==> config.mk <==
export PLATFORM = sky130hd
export DESIGN_NAME = bmr_ctrl
export DESIGN_NICKNAME = d
export VERILOG_FILES = /design/src/hdl/bmr_pkg.sv /design/src/hdl/bmr_ctrl.sv
export SDC_FILE = /design/constraint.sdc
export NUM_CORES = 1
export LEC_CHECK = 0
export BUFFER_PORTS_ARGS = -buffer_cell sky130_fd_sc_hd__clkbuf_2
export CAP_MARGIN = 40
export CORE_AREA = 8 8 45 47
export DETAILED_ROUTE_END_ITERATION = 10
export DIE_AREA = 0 0 53 55
export GPL_TIMING_DRIVEN = 0
export SLEW_MARGIN = 30
export SYNTH_ARGS = -nofsm -noshare
export SYNTH_HDL_FRONTEND = slang
export SYNTH_SLANG_ARGS = --single-unit
==> constraint.sdc <==
create_clock -name i_clk -period 1 [get_ports i_clk]
set_input_delay 0.15 -clock i_clk [delete_from_list [all_inputs] [get_ports i_clk]]
set_output_delay 0.15 -clock i_clk [all_outputs]
set_load 0.01 [all_outputs]
==> src/hdl/bmr_pkg.sv <==
// Package with shared types and constants of the basic matrix reduction core.
package bmr_pkg;

    localparam int DATA_W    = 64;
    localparam int MAX_COLS  = 64;
    localparam int COL_W     = 7;
    localparam int SRC_IDX_W = 6;
    localparam int STATUS_W  = 2;

    localparam logic [STATUS_W-1:0] STATUS_OK   = 2'd0;
    localparam logic [STATUS_W-1:0] STATUS_ZERO = 2'd1;
    localparam logic [STATUS_W-1:0] STATUS_OVER = 2'd2;

    localparam logic [COL_W-1:0] COLS_RESET = 7'd64;

    typedef enum logic [2:0] {
        ST_LOAD,
        ST_RED_RD,
        ST_RED_CMP,
        ST_EMIT_RD,
        ST_EMIT_WR,
        ST_ERR
    } t_bmr_state;

    typedef struct packed {
        logic in_ready;
        logic clear;
        logic scan_reset;
        logic scan_next;
        logic mem_rd;
        logic mark_en;
        logic out_load_row;
        logic out_load_err;
    } t_bmr_cmd;

    typedef struct packed {
        logic last_fire;
        logic err_next;
        logic scan_done;
        logic scan_removed;
        logic out_free;
    } t_bmr_sts;

endpackage

==> src/hdl/bmr_ctrl.sv <==
// Controller state machine that sequences loading, reduction and result emission.
module bmr_ctrl (
    input  logic              i_clk,
    input  logic              i_rst_n,
    input  bmr_pkg::t_bmr_sts i_sts,
    output bmr_pkg::t_bmr_cmd o_cmd
);

    bmr_pkg::t_bmr_state r_state;
    bmr_pkg::t_bmr_state n_state;

    always_ff @(posedge i_clk) begin
        if (!i_rst_n) begin
            r_state <= bmr_pkg::ST_LOAD;
        end else begin
            r_state <= n_state;
        end
    end

    always_comb begin
        n_state = r_state;
        unique case (r_state)
            bmr_pkg::ST_LOAD: begin
                if (i_sts.last_fire) begin
                    n_state = i_sts.err_next ? bmr_pkg::ST_ERR : bmr_pkg::ST_RED_RD;
                end
            end
            bmr_pkg::ST_RED_RD: begin
                n_state = i_sts.scan_done ? bmr_pkg::ST_EMIT_RD : bmr_pkg::ST_RED_CMP;
            end
            bmr_pkg::ST_RED_CMP: begin
                n_state = bmr_pkg::ST_RED_RD;
            end
            bmr_pkg::ST_EMIT_RD: begin
                priority if (i_sts.scan_done) begin
                    n_state = bmr_pkg::ST_LOAD;
                end else if (!i_sts.scan_removed) begin
                    n_state = bmr_pkg::ST_EMIT_WR;
                end
            end
            bmr_pkg::ST_EMIT_WR: begin
                if (i_sts.out_free) begin
                    n_state = bmr_pkg::ST_EMIT_RD;
                end
            end
            bmr_pkg::ST_ERR: begin
                if (i_sts.out_free) begin
                    n_state = bmr_pkg::ST_LOAD;
                end
            end
            default: begin
                n_state = bmr_pkg::ST_LOAD;
            end
        endcase
    end

    always_comb begin
        o_cmd = '0;
        unique case (r_state)
            bmr_pkg::ST_LOAD: begin
                o_cmd.in_ready   = 1'b1;
                o_cmd.scan_reset = 1'b1;
            end
            bmr_pkg::ST_RED_RD: begin
                if (i_sts.scan_done) begin
                    o_cmd.scan_reset = 1'b1;
                end else begin
                    o_cmd.mem_rd = 1'b1;
                end
            end
            bmr_pkg::ST_RED_CMP: begin
                o_cmd.mark_en   = 1'b1;
                o_cmd.scan_next = 1'b1;
            end
            bmr_pkg::ST_EMIT_RD: begin
                priority if (i_sts.scan_done) begin
                    o_cmd.clear = 1'b1;
                end else if (i_sts.scan_removed) begin
                    o_cmd.scan_next = 1'b1;
                end else begin
                    o_cmd.mem_rd = 1'b1;
                end
            end
            bmr_pkg::ST_EMIT_WR: begin
                if (i_sts.out_free) begin
                    o_cmd.out_load_row = 1'b1;
                    o_cmd.scan_next    = 1'b1;
                end
            end
            bmr_pkg::ST_ERR: begin
                if (i_sts.out_free) begin
                    o_cmd.out_load_err = 1'b1;
                    o_cmd.clear        = 1'b1;
                end
            end
            default: begin
                o_cmd = '0;
            end
        endcase
    end

endmodule

==> parameters.txt, run 1 <==
Parameter                              Value

Floorplan
  Initial Util    about a fifth
  Core Area    1380 sq um
  Die X-Extent    about 53 um
  Boundary pin count    15
  Area of the die    a little under 3000 sq um
  Row count    14
  Die Span Y    about 55 um

Worst hold path
  Hold Crit Class    in -> reg

STA
  RSZ-0062 raised after global routing    true
  Hold Slack    between 0.15 and 0.2 ns
  Final Max Slew Viols    0
  Setup-failing EPs final    11
  Final count of hold timing violations    0
  Highest achievable clock rate    between 700 and 800 MHz
  Max_slew headroom    a little under nine tenths
  Min cycle time layout    roughly 1.4 ns
  Crit share post-route    138%
  Worst-Margin Slew    between 0.2 and 0.25 ns
  Final clock skew    ~0.0024 ns
  Worst setup margin    -0.376 ns

Routing
  Initial drt markers    2
  Total iterations of the first detailed-routing run    3
  Via count    a little under 400
  DRC viols    0
  Routed len/inst    around 14 um
  Total wire length    about 1.2 mm
  Number of nets with antenna violations after detailed routing    0
  Mean number of vias per cell    4.73

Worst setup path
  Critical Path Slowest Stage Cell    sky130_fd_sc_hd__dfxtp_2
  Kind of end point of the critical path    output port
  Critical Path Fanout Max    5
  Startpoint Class    register
  Worst Setup Path Type    reg -> out
  Count of buffer and inverter cells on the critical path    2
  Critical-path cell list    nand3b_1 > buf_4 > a21oi_2 > buf_2
  Crit-path max cell delay    about 0.33 ns
  Worst Path Arrival    about 1.2 ns
  Cell family with most CP delay    flip-flops
  Required time at the endpoint of the critical path    about 0.85 ns

Power
  Part of the total power dissipated in sequential elements    19.9%
  Switch share    35.6%
  Power density over cell area    1250 nW/um^2
  Net switching power of the design    about 0.00027 W
  Clock group share of total power    a little under 30%
  Maximum vdd drop    approximately 0.40 mV
  Total internal power    about 0.0005 W
  Combinational fraction of design power    50.8%
  Leakage power of the design    0.278 nW

Run status
  Violations in the final reports    setup timing
  Run status    finished with violations

Yosys
  Sequential cell area fraction in the yosys report    21.0%
  Cell type contributing the most total cell area after synthesis    sky130_fd_sc_hd__dfxtp_1
  Count of unique library cells instantiated by Yosys    22
  Syn Inst Count    38
  Nets in the synthesized netlist    45
  Netlist area before placement    287 sq um
  Yosys warning count    0
  Syn avg cell area    7.54 sq um
  Leading cell types by total area after synthesis    sky130_fd_sc_hd__dfxtp_1 21%, sky130_fd_sc_hd__buf_6 7.9%, sky130_fd_sc_hd__a21oi_1 7.0%, sky130_fd_sc_hd__inv_1 6.6%, sky130_fd_sc_hd__a21oi_2 6.1%
  Share of Yosys cell area claimed by the top area cell type    a little over a fifth
  Post-synthesis register bit count    3

Final layout
  Share of cells above drive strength 1    between 70% and 80%
  Total Nets Final    between 70 and 80
  Fin area    604 sq um
  Area grow syn2layout    111%
  Inserted Diodes    0
  Fraction of the core area covered by cells at the end of the flow    43.7%
  Final standard cell count with taps included and fillers excluded    between 80 and 90
  Max FFs per register    3
  Largest registers ranked by flip-flop count    r_state x3
  Largest register by flop count    r_state

Placed design
  Post-DP HPWL    a little over 600 um
  Placed cell count    68
  Placed instance area    around 380 sq um
  # port buffers    14
  Final weighted congestion in routability-driven placement    about 0.79

Clock network
  Clock tree from TritonCTS    built
  Register clock-pin slew on the reported worst setup and hold paths    around 0.04 ns
  Number of buffers created by CTS    3
  Buffer type at the clock tree root    sky130_fd_sc_hd__clkbuf_4
  Longest Clk Path Bufs    2
  Total number of clock tree sinks    3
  Clock insertion delay at the later pin of the skew report    0.24 ns
  H-Tree Depth    1

GRT
  M3 GR Usage    2.94%
  Pin count of the biggest net entering global routing    11
  Met2 usage in global routing    between 10 and 15%
  GRT Residual Overflow    0
  Most congested layer reported by global routing    met2
  Wire length of the first global-routing pass    ~1.6 mm
  Initial antenna violation count    0
  GR Util met1    around 6.2%
  Global router's overall resource usage    between 7 and 8%
  Vias in the first global route    394

Run
  Maximum Capacitance Violations    0
cell families (layout without fill, tap and decap cells):
kind of cell           count (synthesis)  count (layout)  synth area share, %
DFF                                    3               3                 21.0
buffers and inverters                  8              37                 16.2
and+or+nand+nor                       14              14                 28.8
AOI/OAI and AO/OA                     13              13                 34.1
what timing repair did:
| item | CTS | global route |
|---|---|---|
| hold buffers | 0 | 0 |
| endpoints found under the setup margin | 9 | 11 |
| setup buffers | 9 | 6 |
| gates resized for setup | 14 | 23 |
| pin swaps | 5 | 8 |
cells in the final DEF (no fill, tap or decap), types with 2 or more instances in the layout:
cell	count
sky130_fd_sc_hd__nor2_1	2
sky130_fd_sc_hd__clkbuf_4	3
sky130_fd_sc_hd__nand3b_1	2
sky130_fd_sc_hd__inv_1	4
sky130_fd_sc_hd__a21oi_2	5
sky130_fd_sc_hd__buf_4	7
sky130_fd_sc_hd__dfxtp_2	2
sky130_fd_sc_hd__buf_2	5
sky130_fd_sc_hd__buf_6	7
sky130_fd_sc_hd__clkbuf_2	8
stage by stage:
| stage | setup TNS [ns] | total power, W | worst slack (ns) |
|---|---|---|---|
| after floorplan | -0.0513 | 0.000302 | -0.0435 |
| after global routing | -2.81 | 0.000798 | -0.448 |
| after detailed placement | -0.410 | 0.000373 | -0.136 |
| after CTS | -2.65 | 0.000695 | -0.352 |
| after global placement | -0.405 | 0.000371 | -0.134 |
| final | -2.27 | 0.000753 | -0.376 |
path summary, 6_finish.rpt:
kind | from | to | slack, ns | depth (start not counted)
worst min register to register | r_state[1] | r_state[0] | 0.70 | 3
worst max-delay path | r_state[1] | o_cmd[6] | -0.38 | 4
worst max register to register | r_state[1] | r_state[0] | -0.16 | 5
worst min-delay path | i_rst_n | r_state[1] | 0.18 | 2
Yosys cell counts, drive strengths merged:
cell / number
nand3b: 2
nand2: 1
inv: 5
nand2b: 2
nor3: 2
nand3: 2
a32oi: 1
a21oi: 6
buf: 3
o32ai: 1
a31o: 1
a21o: 1
o221a: 1
nor2: 4
dfxtp: 3
and2: 1
a211oi: 1
o21a: 1
routing by layer:
metal | up-vias | routed length (um) | part of all wire [%]
met3 | 4 | 102 | 8.5
met5 | - | 0 | 0
met4 | 0 | 39 | 3.3
met1 | 183 | 380 | 32
li1 | 192 | - | -
met2 | 14 | 676 | 56
cell type report:
cell class,instances,area [sq um]
multi-input combinational,27,244
clock buffer,4,26.3
tap,16,20.0
sequential,3,66.3
inverter,5,31.3
buffer,2,22.5
timing repair buffer,26,194
fill,141,779
worst reg2reg max path: cells and delay by family (launching register included):
kind | cells | cell delay, ns
compound gates | 2 | 0.28
buf+inv | 3 | 0.40
flops | 1 | 0.36
power by group through the flow:
stage                     clock network, W  logic [W]  registers [W]
after floorplan                          0   0.000160       0.000143
after global placement                   0   0.000226       0.000144
after detailed placement                 0   0.000229       0.000144
after CTS                         0.000227   0.000325       0.000144
after global routing              0.000237   0.000408       0.000153
final                             0.000221   0.000382       0.000150
No activity file was read; power rests on OpenSTA's default activity.
==> inputs of run 2 (changes only) <==
- BUFFER_PORTS_ARGS: -buffer_cell sky130_fd_sc_hd__clkbuf_2 -> unset
- CAP_MARGIN: 40 -> 20
- DONT_BUFFER_PORTS: unset -> 1
==> parameters.txt, run 2 (synthesized netlist as in run 1, its figures left out) <==
Parameter                              Value

Placed design
  Setup slack at placement    -0.132 ns
  # port buffers    0
  Placed instance area    307 sq um
  Final weighted congestion in routability-driven placement    ~0.75
  Post-DP HPWL    a little under 600 um

GRT
  Wire length of the first global-routing pass    roughly 1.4 mm
  Global router's overall resource usage    about 6.6%
  Pin count of the biggest net entering global routing    11
  Vias in the first global route    about 320
  Initial antenna violation count    0
  GRT Residual Overflow    0

Final layout
  Most common cell after layout, fill and taps aside    sky130_fd_sc_hd__buf_6
  Largest register by flop count    r_state
  Total Nets Final    56
  Top library cells by usage in the layout, fill and taps aside    6 x sky130_fd_sc_hd__buf_6, 4 x sky130_fd_sc_hd__inv_1, 4 x sky130_fd_sc_hd__a21oi_2
  Share of cells above drive strength 1    between 60 and 70%
  Area grow syn2layout    77.3%
  Fin area    just over 500 sq um
  Largest registers ranked by flip-flop count    r_state x3
  Inserted Diodes    0
  Fraction of the core area covered by cells at the end of the flow    ~37%
  Max FFs per register    3

Routing
  Total wire length    1.05 mm
  Routed len/inst    approximately 16 um
  Total iterations of the first detailed-routing run    2
  Number of nets with antenna violations after detailed routing    0
  Via count    slightly above 300
  Initial drt markers    2
  DRC viols    0
  Mean number of vias per cell    between 4 and 5

Worst hold path
  Hold Crit Class    in -> reg
  Start point of the worst hold path    i_rst_n

Floorplan
  Core Area    between 1000 and 1500 sq um
  Die Span Y    between 50 and 60 um
  Area of the die    2920 sq um
  Die X-Extent    approximately 53 um
  Row count    14
  Boundary pin count    15
  Initial Util    between 20% and 30%

Worst setup path
  Critical Path Slowest Stage Cell    sky130_fd_sc_hd__dfxtp_2
  Critical-path cell list    nand3b_1 > nor2_4 > a31o_4
  Startpoint of the worst setup timing path    r_state[1]
  R2r startpoint    r_state[2]
  Setup slack of the most critical reg-to-reg path    -0.02 ns
  Worst Setup Path Type    reg -> out
  Startpoint Class    register
  Length in cells of the worst reg-to-reg path    6
  End point of the critical path    o_cmd[4]
  Worst Path Arrival    1.14 ns
  Required time at the endpoint of the critical path    about 0.85 ns
  Kind of end point of the critical path    output port
  Critical Path Fanout Max    4
  Crit-path max cell delay    ~0.33 ns
  Endpoint of the most critical register-to-register path    r_state[2]

STA
  Min cycle time layout    between 1 and 1.5 ns
  Final clock skew    0.00918 ns
  RSZ-0062 raised after global routing    true
  Hold Slack    slightly below 0.04 ns
  Max_slew headroom    between 80% and 90%
  Worst-Margin Slew    0.268 ns
  Setup-failing EPs final    10
  Final count of hold timing violations    0
  Worst setup margin    -0.292 ns
  Crit share post-route    129%
  Highest achievable clock rate    just under 800 MHz
  Final Max Slew Viols    0
  Setup TNS    -1.42 ns

Power
  Combinational fraction of design power    46.5%
  Switch share    37.0%
  Part of the total power dissipated in sequential elements    approximately a fifth
  Net switching power of the design    between 0.0002 and 0.0003 W
  Clock group share of total power    32.3%
  Leakage power of the design    around 0.19 nW
  Total internal power    roughly 0.00044 W
  Maximum vdd drop    0.400 mV
  Power density over cell area    about 1400 nW/um^2

Clock network
  Clock insertion delay at the later pin of the skew report    roughly 0.24 ns
  Number of buffers created by CTS    3
  H-Tree Depth    1
  Clock tree from TritonCTS    built
  Longest Clk Path Bufs    2
  Buffer type at the clock tree root    sky130_fd_sc_hd__clkbuf_4
  Post-CTS Hold Fix Bufs    0
  Register clock-pin slew on the reported worst setup and hold paths    ~0.030 ns
  Total number of clock tree sinks    3

Run
  Maximum Capacitance Violations    0

Run status
  Run status    finished with violations
  Violations in the final reports    setup timing
## run 2: changes by cell type in the layout (fill, tap and decap cells not counted), moves of 2 or more
| cell | previous run | this run |
|---|---|---|
| sky130_fd_sc_hd__buf_2 | 5 | 0 |
| sky130_fd_sc_hd__clkbuf_2 | 8 | 0 |
| sky130_fd_sc_hd__buf_4 | 7 | 3 |
| sky130_fd_sc_hd__nor3_4 | 0 | 2 |
## run 2: repair_timing
action / in CTS / in global routing
setup endpoints to repair: 10 / 11
gates resized for setup: 20 / 11
buffers inserted: 5 / 3
gates cloned: 0 / 0
pin swaps: 6 / 4
## run 2: how the worst min path moves through the flow
| stage | cells after the start | to | slack [ns] |
|---|---|---|---|
| after floorplan | 1 | r_state[1] | 0.27 |
| after global placement | 1 | r_state[1] | 0.28 |
| after detailed placement | 1 | r_state[1] | 0.28 |
| after CTS | 1 | r_state[1] | 0.03 |
| after global routing | 1 | r_state[1] | 0.04 |
| final | 1 | r_state[1] | 0.04 |
## run 2: through the flow
| step | cells | power, W |
|---|---|---|
| finish | 64 | 0.000695 |
| global route | 64 | 0.000733 |
| CTS | 63 | 0.000653 |
| detailed placement | 54 | 0.000327 |
| global placement | 54 | 0.000327 |
| floorplan | 38 | 0.000302 |
## run 2: critical path: cells and delay by family (launching register included)
kind               cells  cell delay (ns)
and+or+nand+nor        2             0.44
DFF                    1             0.33
AOI/OAI and AO/OA      1             0.13
## run 2: layout make-up
cell class / instances / area, sq um
Buffer: 2 / 22.5
Clock buffer: 4 / 26.3
Fill cell: 154 / 876
Inverter: 5 / 23.8
Multi-Input combinational cell: 27 / 283
Sequential cell: 3 / 65.1
Tap cell: 16 / 20.0
Timing Repair Buffer: 7 / 67.6
## run 2: routing by layer
layer  share of wire (%)  vias to the layer above  wire (um)  GRT usage [%]
li1                    -                      152          -              -
met3                  13                        0        141           4.81
met1                  33                      146        347           6.38
met4                   0                        0          0           2.59
met2                  53                       12        557           10.7
met5                   0                        -          0              0
## run 2: power groups by stage
stage	logic, W	clock network, W	registers (W)
after floorplan	0.000160	0	0.000143
after global placement	0.000182	0	0.000144
after detailed placement	0.000183	0	0.000144
after CTS	0.000281	0.000229	0.000144
after global routing	0.000345	0.000239	0.000148
final	0.000323	0.000224	0.000147
